$ cat src/rtl/tlot_pkg.sv
// ----------------------------------------------------------------------------
// Two-level interval offset table: package
// Sizes, request and result types, status codes and the height store address.
// ----------------------------------------------------------------------------
package tlot_pkg;

   localparam int DIST_ENTRIES   = 8;
   localparam int HEIGHT_ENTRIES = 8;

   localparam int DIDX_W       = (DIST_ENTRIES > 1) ? $clog2(DIST_ENTRIES) : 1;
   localparam int HCNT_W       = $clog2(HEIGHT_ENTRIES + 1);
   localparam int HSTORE_DEPTH = DIST_ENTRIES * HEIGHT_ENTRIES;
   localparam int HADDR_W      = (HSTORE_DEPTH > 1) ? $clog2(HSTORE_DEPTH) : 1;
   localparam int CMP_W        = 17;

   localparam logic MODE_INSERT = 1'b0;
   localparam logic MODE_LOOKUP = 1'b1;

   typedef enum logic [1:0] {
      ST_STORED  = 2'd0,
      ST_OVERLAP = 2'd1,
      ST_FULL    = 2'd2
   } status_type;

   typedef struct packed {
      logic               mode;
      logic [15:0]        dist_low;
      logic [15:0]        dist_high;
      logic signed [15:0] height_low;
      logic signed [15:0] height_high;
      logic signed [15:0] pitch_in;
      logic signed [15:0] yaw_in;
      logic [15:0]        query_dist;
      logic signed [15:0] query_height;
   } req_type;

   typedef struct packed {
      status_type         status;
      logic               found;
      logic signed [15:0] pitch_out;
      logic signed [15:0] yaw_out;
   } rsp_type;

   typedef struct packed {
      logic [15:0] lo;
      logic [15:0] hi;
   } dist_entry_type;

   typedef struct packed {
      logic signed [15:0] lo;
      logic signed [15:0] hi;
      logic signed [15:0] pitch;
      logic signed [15:0] yaw;
   } height_entry_type;

   typedef struct packed {
      logic             wr_en;
      logic [HADDR_W-1:0] wr_addr;
      height_entry_type wr_data;
      logic [HADDR_W-1:0] rd_addr;
   } hstore_ctl_type;

   function automatic logic [HADDR_W-1:0] height_addr(logic [DIDX_W-1:0] d,
                                                      logic [HCNT_W-1:0] j);
      int sum;
      sum = int'(d) * HEIGHT_ENTRIES + int'(j);
      return HADDR_W'(sum);
   endfunction

endpackage

$ cat src/rtl/two_level_interval_offset_table_top.sv
// ----------------------------------------------------------------------------
// Two-level interval offset table
// Calibration table of distance bands, each holding a list of height bands
// with pitch and yaw offsets; takes inserts and point lookups.
// ----------------------------------------------------------------------------
//
//   Channel    Ports                       Handshake
//   request    start, busy, req_item       taken when start is high, busy low
//   result     rsp_strobe, rsp_item        valid for one cycle, never stalled
//
// A request scans the distance entries in turn, then takes each height entry
// of the matching band through a read state and a compare state, since the
// height store read is registered. The result appears in the cycle after busy
// falls' edge, and a new request may be taken in that same cycle.
// Synchronous reset empties the table; no clearing pass is needed.
// The result side cannot stall the block.
//
module two_level_interval_offset_table_top (
   input  logic              clock,
   input  logic              reset,
   input  logic              start,
   output logic              busy,
   input  tlot_pkg::req_type req_item,
   output logic              rsp_strobe,
   output tlot_pkg::rsp_type rsp_item
);
   import tlot_pkg::*;

   typedef enum logic [3:0] {
      S_IDLE  = 4'b0001,
      S_DSCAN = 4'b0010,
      S_HREAD = 4'b0100,
      S_HCMP  = 4'b1000
   } state_type;

   state_type         state_ff, state_in;
   req_type           req_ff, req_in;
   logic [DIDX_W-1:0] didx_ff, didx_in;
   logic [HCNT_W-1:0] hidx_ff, hidx_in;
   logic [HCNT_W-1:0] hcnt_ff, hcnt_in;
   logic              rsp_strobe_ff, rsp_strobe_in;
   rsp_type           rsp_ff, rsp_in;

   logic              dist_valid_ff [DIST_ENTRIES];
   logic              dist_valid_in [DIST_ENTRIES];
   dist_entry_type    dist_bounds_ff [DIST_ENTRIES];
   dist_entry_type    dist_bounds_in [DIST_ENTRIES];
   logic [HCNT_W-1:0] height_count_ff [DIST_ENTRIES];
   logic [HCNT_W-1:0] height_count_in [DIST_ENTRIES];

   hstore_ctl_type    hs_ctl;
   height_entry_type  hs_rd_data;

   logic signed [CMP_W-1:0] cmp_a_lo, cmp_a_hi, cmp_b_lo, cmp_b_hi;
   logic                    cmp_hit;
   dist_entry_type          cur_bounds;
   rsp_type                 result;
   logic                    finish;

   tlot_cmp u_cmp (
      .a_lo    (cmp_a_lo),
      .a_hi    (cmp_a_hi),
      .b_lo    (cmp_b_lo),
      .b_hi    (cmp_b_hi),
      .overlap (cmp_hit)
   );

   tlot_hstore u_hstore (
      .clock   (clock),
      .ctl     (hs_ctl),
      .rd_data (hs_rd_data)
   );

   assign cur_bounds = dist_bounds_ff[didx_ff];

   always_comb begin
      if (state_ff == S_HCMP) begin
         cmp_a_lo = CMP_W'(hs_rd_data.lo);
         cmp_a_hi = CMP_W'(hs_rd_data.hi);
      end else begin
         cmp_a_lo = CMP_W'({1'b0, cur_bounds.lo});
         cmp_a_hi = CMP_W'({1'b0, cur_bounds.hi});
      end
      unique case ({state_ff == S_HCMP, req_ff.mode})
         {1'b0, MODE_INSERT}: begin
            cmp_b_lo = CMP_W'({1'b0, req_ff.dist_low});
            cmp_b_hi = CMP_W'({1'b0, req_ff.dist_high});
         end
         {1'b0, MODE_LOOKUP}: begin
            cmp_b_lo = CMP_W'({1'b0, req_ff.query_dist});
            cmp_b_hi = CMP_W'({1'b0, req_ff.query_dist});
         end
         {1'b1, MODE_INSERT}: begin
            cmp_b_lo = CMP_W'(req_ff.height_low);
            cmp_b_hi = CMP_W'(req_ff.height_high);
         end
         default: begin
            cmp_b_lo = CMP_W'(req_ff.query_height);
            cmp_b_hi = CMP_W'(req_ff.query_height);
         end
      endcase
   end

   always_comb begin
      state_in        = state_ff;
      req_in          = req_ff;
      didx_in         = didx_ff;
      hidx_in         = hidx_ff;
      hcnt_in         = hcnt_ff;
      dist_valid_in   = dist_valid_ff;
      dist_bounds_in  = dist_bounds_ff;
      height_count_in = height_count_ff;
      finish          = 1'b0;
      result          = '{status: ST_STORED, found: 1'b0, pitch_out: '0, yaw_out: '0};

      hs_ctl.wr_en         = 1'b0;
      hs_ctl.wr_addr       = height_addr(didx_ff, hidx_ff);
      hs_ctl.wr_data.lo    = req_ff.height_low;
      hs_ctl.wr_data.hi    = req_ff.height_high;
      hs_ctl.wr_data.pitch = req_ff.pitch_in;
      hs_ctl.wr_data.yaw   = req_ff.yaw_in;
      hs_ctl.rd_addr       = height_addr(didx_ff, hidx_ff);

      unique case (state_ff)
         S_IDLE: begin
            if (start) begin
               req_in   = req_item;
               didx_in  = '0;
               state_in = S_DSCAN;
            end
         end
         S_DSCAN: begin
            if (!dist_valid_ff[didx_ff]) begin
               finish = 1'b1;
               if (req_ff.mode == MODE_INSERT) begin
                  dist_valid_in[didx_ff]     = 1'b1;
                  dist_bounds_in[didx_ff].lo = req_ff.dist_low;
                  dist_bounds_in[didx_ff].hi = req_ff.dist_high;
                  height_count_in[didx_ff]   = HCNT_W'(1);
                  hs_ctl.wr_en               = 1'b1;
                  hs_ctl.wr_addr             = height_addr(didx_ff, '0);
               end
            end else if (cmp_hit) begin
               hidx_in  = '0;
               hcnt_in  = height_count_ff[didx_ff];
               state_in = S_HREAD;
            end else if (didx_ff == DIDX_W'(DIST_ENTRIES - 1)) begin
               finish = 1'b1;
               if (req_ff.mode == MODE_INSERT) begin
                  result.status = ST_FULL;
               end
            end else begin
               didx_in = didx_ff + 1'b1;
            end
         end
         S_HREAD: begin
            if (hidx_ff == hcnt_ff) begin
               finish = 1'b1;
               if (req_ff.mode == MODE_INSERT) begin
                  if (hcnt_ff >= HCNT_W'(HEIGHT_ENTRIES)) begin
                     result.status = ST_FULL;
                  end else begin
                     hs_ctl.wr_en             = 1'b1;
                     height_count_in[didx_ff] = hcnt_ff + 1'b1;
                  end
               end
            end else begin
               state_in = S_HCMP;
            end
         end
         S_HCMP: begin
            if (cmp_hit) begin
               finish = 1'b1;
               if (req_ff.mode == MODE_INSERT) begin
                  result.status = ST_OVERLAP;
               end else begin
                  result.found     = 1'b1;
                  result.pitch_out = hs_rd_data.pitch;
                  result.yaw_out   = hs_rd_data.yaw;
               end
            end else begin
               hidx_in  = hidx_ff + 1'b1;
               state_in = S_HREAD;
            end
         end
         default: begin
            state_in = S_IDLE;
         end
      endcase

      if (finish) begin
         state_in = S_IDLE;
      end
      rsp_strobe_in = finish;
      rsp_in        = finish ? result : rsp_ff;
   end

   always_ff @(posedge clock) begin
      if (reset) begin
         state_ff      <= S_IDLE;
         rsp_strobe_ff <= 1'b0;
         for (int i = 0; i < DIST_ENTRIES; i++) begin
            dist_valid_ff[i]   <= 1'b0;
            height_count_ff[i] <= '0;
         end
      end else begin
         state_ff        <= state_in;
         rsp_strobe_ff   <= rsp_strobe_in;
         dist_valid_ff   <= dist_valid_in;
         height_count_ff <= height_count_in;
      end
   end

   always_ff @(posedge clock) begin
      req_ff         <= req_in;
      didx_ff        <= didx_in;
      hidx_ff        <= hidx_in;
      hcnt_ff        <= hcnt_in;
      rsp_ff         <= rsp_in;
      dist_bounds_ff <= dist_bounds_in;
   end

   assign busy       = (state_ff != S_IDLE);
   assign rsp_strobe = rsp_strobe_ff;
   assign rsp_item   = rsp_ff;

endmodule

$ cat src/rtl/tlot_cmp.sv
// ----------------------------------------------------------------------------
// Two-level interval offset table: band compare unit
// Shared inclusive overlap test of two signed bands, used for both the distance scan and the height compare.
// ----------------------------------------------------------------------------
module tlot_cmp (
   input  logic signed [tlot_pkg::CMP_W-1:0] a_lo,
   input  logic signed [tlot_pkg::CMP_W-1:0] a_hi,
   input  logic signed [tlot_pkg::CMP_W-1:0] b_lo,
   input  logic signed [tlot_pkg::CMP_W-1:0] b_hi,
   output logic                              overlap
);
   import tlot_pkg::*;

   assign overlap = (a_lo <= b_hi) && (b_lo <= a_hi);

endmodule

$ cat src/rtl/tlot_hstore.sv
// ----------------------------------------------------------------------------
// Two-level interval offset table: height store
// One write port and one registered read port over all height entries.
// ----------------------------------------------------------------------------
module tlot_hstore (
   input  logic                       clock,
   input  tlot_pkg::hstore_ctl_type   ctl,
   output tlot_pkg::height_entry_type rd_data
);
   import tlot_pkg::*;

   height_entry_type mem [HSTORE_DEPTH];
   height_entry_type rd_data_ff;

   always_ff @(posedge clock) begin
      if (ctl.wr_en) begin
         mem[ctl.wr_addr] <= ctl.wr_data;
      end
      rd_data_ff <= mem[ctl.rd_addr];
   end

   assign rd_data = rd_data_ff;

endmodule

$ cat config.mk
export PLATFORM = sky130hd
export DESIGN_NAME = two_level_interval_offset_table_top
export DESIGN_NICKNAME = d
export VERILOG_FILES = /design/src/rtl/tlot_pkg.sv /design/src/rtl/two_level_interval_offset_table_top.sv /design/src/rtl/tlot_cmp.sv /design/src/rtl/tlot_hstore.sv
export SDC_FILE = /design/constraint.sdc
export NUM_CORES = 2
export LEC_CHECK = 0
export BUFFER_PORTS_ARGS = -buffer_cell sky130_fd_sc_hd__buf_2
export CAP_MARGIN = 5
export CORE_MARGIN = 5
export CORE_UTILIZATION = 47
export CTS_CLUSTER_SIZE = 14
export DETAILED_ROUTE_END_ITERATION = 6
export HOLD_SLACK_MARGIN = 0.15
export SYNTH_ARGS = -nofsm -noshare
export SYNTH_HDL_FRONTEND = slang
export SYNTH_HIERARCHICAL = 1
export SYNTH_SLANG_ARGS = --single-unit
$ cat constraint.sdc
create_clock -name clock -period 13.25 [get_ports clock]
set_input_delay 0.6625 -clock clock [delete_from_list [all_inputs] [get_ports clock]]
set_output_delay 0.6625 -clock clock [all_outputs]
set_load 0.02 [all_outputs]
==> impl_metrics.ini <==
[timing]
drv_slew = 0
max_freq_mhz = 151.4
setup_tns_ps = 0
hold_slack_ps = 317.9
hold_viol = 0
relSlewSlack = 0.1542
period_share = 0.4984
rsz0062_at_grt = false
fin_skew_ps = 42.45
finalSetupViolCount = 0
tightest_slew_ps = 1269
min_period_ps = 6604

[synth]
ys.warnings.count = 6
synthAdderAreaFrac = 0.002902
ys_seq_elements = 4636
syn-cell-area_um2 = 176800
synth_edf_count = 4527
seq_area_frac_synth = 0.7813
synthFlopType = edfxtp_1
synth-async-reset-ratio = 0
syn_nets = 8156
synth_simple_gate_area_share = 0.02303
synthMuxAreaShare = 0.1494
ys_types = 68
synth_top_family_by_area = multiplexers
synth_xor_area_frac = 0.0004954
synth-compound-area-share = 0.02968
syn_inst = 7983
syn_area_per_cell_um2 = 22.15

[pwr]
p_leak_nw = 61.78
peakVddDrop_uv = 121.5
power_density_nw_per_um2 = 152.2

[min_path]
worstHoldStart = start
hold_end = req_ff[128]$_DFFE_PP_
hold_class = in -> reg
hold_depth = 2

[floorplan]
die_h_um = 623.3
rows = 225
num_io_pins = 169
fp.dieArea_um2 = 388500
core_um2 = 375300
floorplan.initialDensity = 0.4711
die-width_um = 623.3

[worst_setup_path]
cp_cell_sequence = buf_4 -> buf_4 -> and2_1 -> a22oi_1 -> nand3_1 -> buf_4 -> nand2_1 -> xnor2_1 -> nand3_1 -> nor2_4 -> buf_4 -> buf_4
r2r_setup_slack_ps = 6650
startpoint_type = flop
max_stage_delay_ps = 1120
reg2regPathDepth = 12
path_delay_family = buffers and inverters
cp.arrival_ps = 7190
timing.critical_path.mode_cell = buf_4
worstReg2RegStart = didx_ff[1]$_SDFFCE_PP0P_
path_max_fanout = 44
path_buf_inv = 5
critPathCaptureType = flop
worst-setup-path-type = reg -> reg
reg2reg_to = u_hstore/mem[56][26]$_DFFE_PP_
cp.required_ps = 13840
crit_slowest_cell = nor2_4

[cells_and_area]
fillCellCount = 28368
drive_gt1_frac = 0.2642
layout_common_cells = edfxtp_1, mux4_2, clkbuf_16, buf_4, mux2i_1
final_common_cell = edfxtp_1
areaGrowthSynthToFinish_pct = 13.87
layout.cells.non_filler = 14006
num-nets-final = 8766

[detailed_routing]
drc = 0
finalWirelength_mm = 501.1
viasPerCell = 6.363
wl_per_cell_um = 35.78
num_vias = 89127
antenna_left = 0
drt_iter0_drc = 12191
dr.pass1.iters = 6

[placement]
dp_cells = 12993
place_hpwl_mm = 287.1
portBuffers = 168
gp_congestion = 0.8662

[grt]
overflow = 0
grt_pass1_vias = 89228
track_usage = 0.2558
grt_pass1_wl_mm = 704.9
antenna_found_initial = 35
grt_max_degree = 103

[clock_tree]
cts_tree = done
cts-root-buf = clkbuf_16
clkSinkCount = 4636
postCtsSetupBuffers = 0
cts_htree_levels = 5
cts.clk_slew.worst_paths_ps = 60
ctsLongestPathBuffers = 4
cts-buffers-inserted = 462
clk_latency_ps = 990

[flow_run]
cap_violations = 0

[run_status]
status = complete, no violations
[stage by stage]
| stage | worst slack [ps] | area [um2] | util | power (W) |
|---|---|---|---|---|
| 6_report | 6646 | 201300 | 0.5364 | 0.03063 |
| 5_1_grt | 6269 | 201300 | 0.5363 | 0.03153 |
| 4_1_cts | 6654 | 201200 | 0.5363 | 0.03084 |
| 3_5_place_dp | 6709 | 184800 | 0.4925 | 0.01781 |
| 3_3_place_gp | 6791 | 184800 | 0.4925 | 0.01779 |
| 2_1_floorplan | 6061 | 176800 | - | 0.01713 |
[worst max path at each step]
stage | from | endpoint | slack [ps] | cells past startpoint
after floorplan | didx_ff[0]$_SDFFCE_PP0P_ | u_hstore/mem[48][0]$_DFFE_PP_ | 6060 | 11
after global placement | didx_ff[1]$_SDFFCE_PP0P_ | u_hstore/mem[56][48]$_DFFE_PP_ | 6790 | 12
after detailed placement | didx_ff[1]$_SDFFCE_PP0P_ | u_hstore/mem[56][48]$_DFFE_PP_ | 6710 | 12
after CTS | didx_ff[1]$_SDFFCE_PP0P_ | u_hstore/mem[56][44]$_DFFE_PP_ | 6650 | 12
after global routing | didx_ff[1]$_SDFFCE_PP0P_ | u_hstore/mem[56][30]$_DFFE_PP_ | 6270 | 12
final | didx_ff[1]$_SDFFCE_PP0P_ | u_hstore/mem[56][26]$_DFFE_PP_ | 6650 | 12
[kinds of logic (layout without fill, tap and decap cells)]
group	after synthesis	after routing
AO/OA/AOI/OAI	701	701
XOR/XNOR	10	10
adder cells (fa/ha/maj)	41	41
buffers and inverters	511	1515
flip-flops	4636	4636
multiplexers	1300	1300
other	0	25
AND/OR/NAND/NOR	784	784
[power by group]
part	switching (W)	total [W]	internal (W)
Sequential	0.000114	0.0164	0.0163
Combinational	0.000875	0.00113	0.000256
Clock	0.00549	0.0131	0.00761
Total	0.00648	0.0306	0.0242
[synth_stat cells, drive strengths merged (2+ instances only)]
cell type,count,share of area
inv,58,0.0012
buf,259,0.0079
a221oi,29,0.0014
mux4,1067,0.14
a21oi,30,0.00087
o211ai,11,0.00047
or3b,2,0.000099
clkbuf,193,0.0041
nor2b,35,0.0013
xor2,3,0.00015
o21a,12,0.00051
nand3b,4,0.00017
mux2,33,0.0021
and3,146,0.0052
a221o,2,0.00011
or2,29,0.0010
a41oi,27,0.0013
edfxtp,4527,0.77
a222oi,4,0.00023
a22o,95,0.0047
a22oi,189,0.0080
nand2b,16,0.00057
or3,31,0.0011
o22ai,85,0.0030
ha,41,0.0029
a211oi,68,0.0029
a2bb2oi,21,0.0010
dfxtp,109,0.012
nor4b,2,0.000099
o22a,2,0.000099
o221ai,42,0.0021
and2,105,0.0037
a31oi,36,0.0013
nand3,56,0.0016
a21o,3,0.00013
nand2,159,0.0034
xnor2,7,0.00035
o21ai,40,0.0012
nor4,3,0.00019
nor3b,2,0.000085
nor3,11,0.00043
nor2,171,0.0036
mux2i,200,0.011
nand4,8,0.00028
[registers in the layout (all words and copies together), names as in the netlist, 3 cells and up]
| signal | flops |
|---|---|
| height_count_ff | 32 |
| dist_bounds_ff | 256 |
| hcnt_ff | 4 |
| state_ff | 4 |
| didx_ff | 3 |
| hs_ctl | 64 |
| u_hstore/rd_data | 64 |
| hidx_ff | 4 |
| req_ff | 65 |
| dist_valid_ff | 8 |
| u_hstore/mem | 4096 |
| rsp_item | 35 |
[timing repair]
item	in CTS	in global routing
resized for setup	0	0
hold buffers	130	0
setup endpoints to repair	0	0
endpoints found under the hold margin	130	0
[final cells by class]
cell class	instances	area (um2)	share of cell area
antenna	25	62.56	0.0003108
clock buffer	572	12260	0.06090
clock inverter	286	2887	0.01434
inverter	59	221.5	0.001100
multi-input combinational	2836	36950	0.1836
sequential	4636	138100	0.6861
tap	4994	6248	0.03104
timing repair buffer	598	4557	0.02264
[layer usage]
| layer | GRT usage | wire length, um |
|---|---|---|
| met5 | 0 | 57 |
| met4 | 0.07153 | 15320 |
| met3 | 0.04206 | 46020 |
| met2 | 0.4073 | 240400 |
| met1 | 0.3702 | 199400 |
Note: power is estimated with default switching activity, not from simulation.
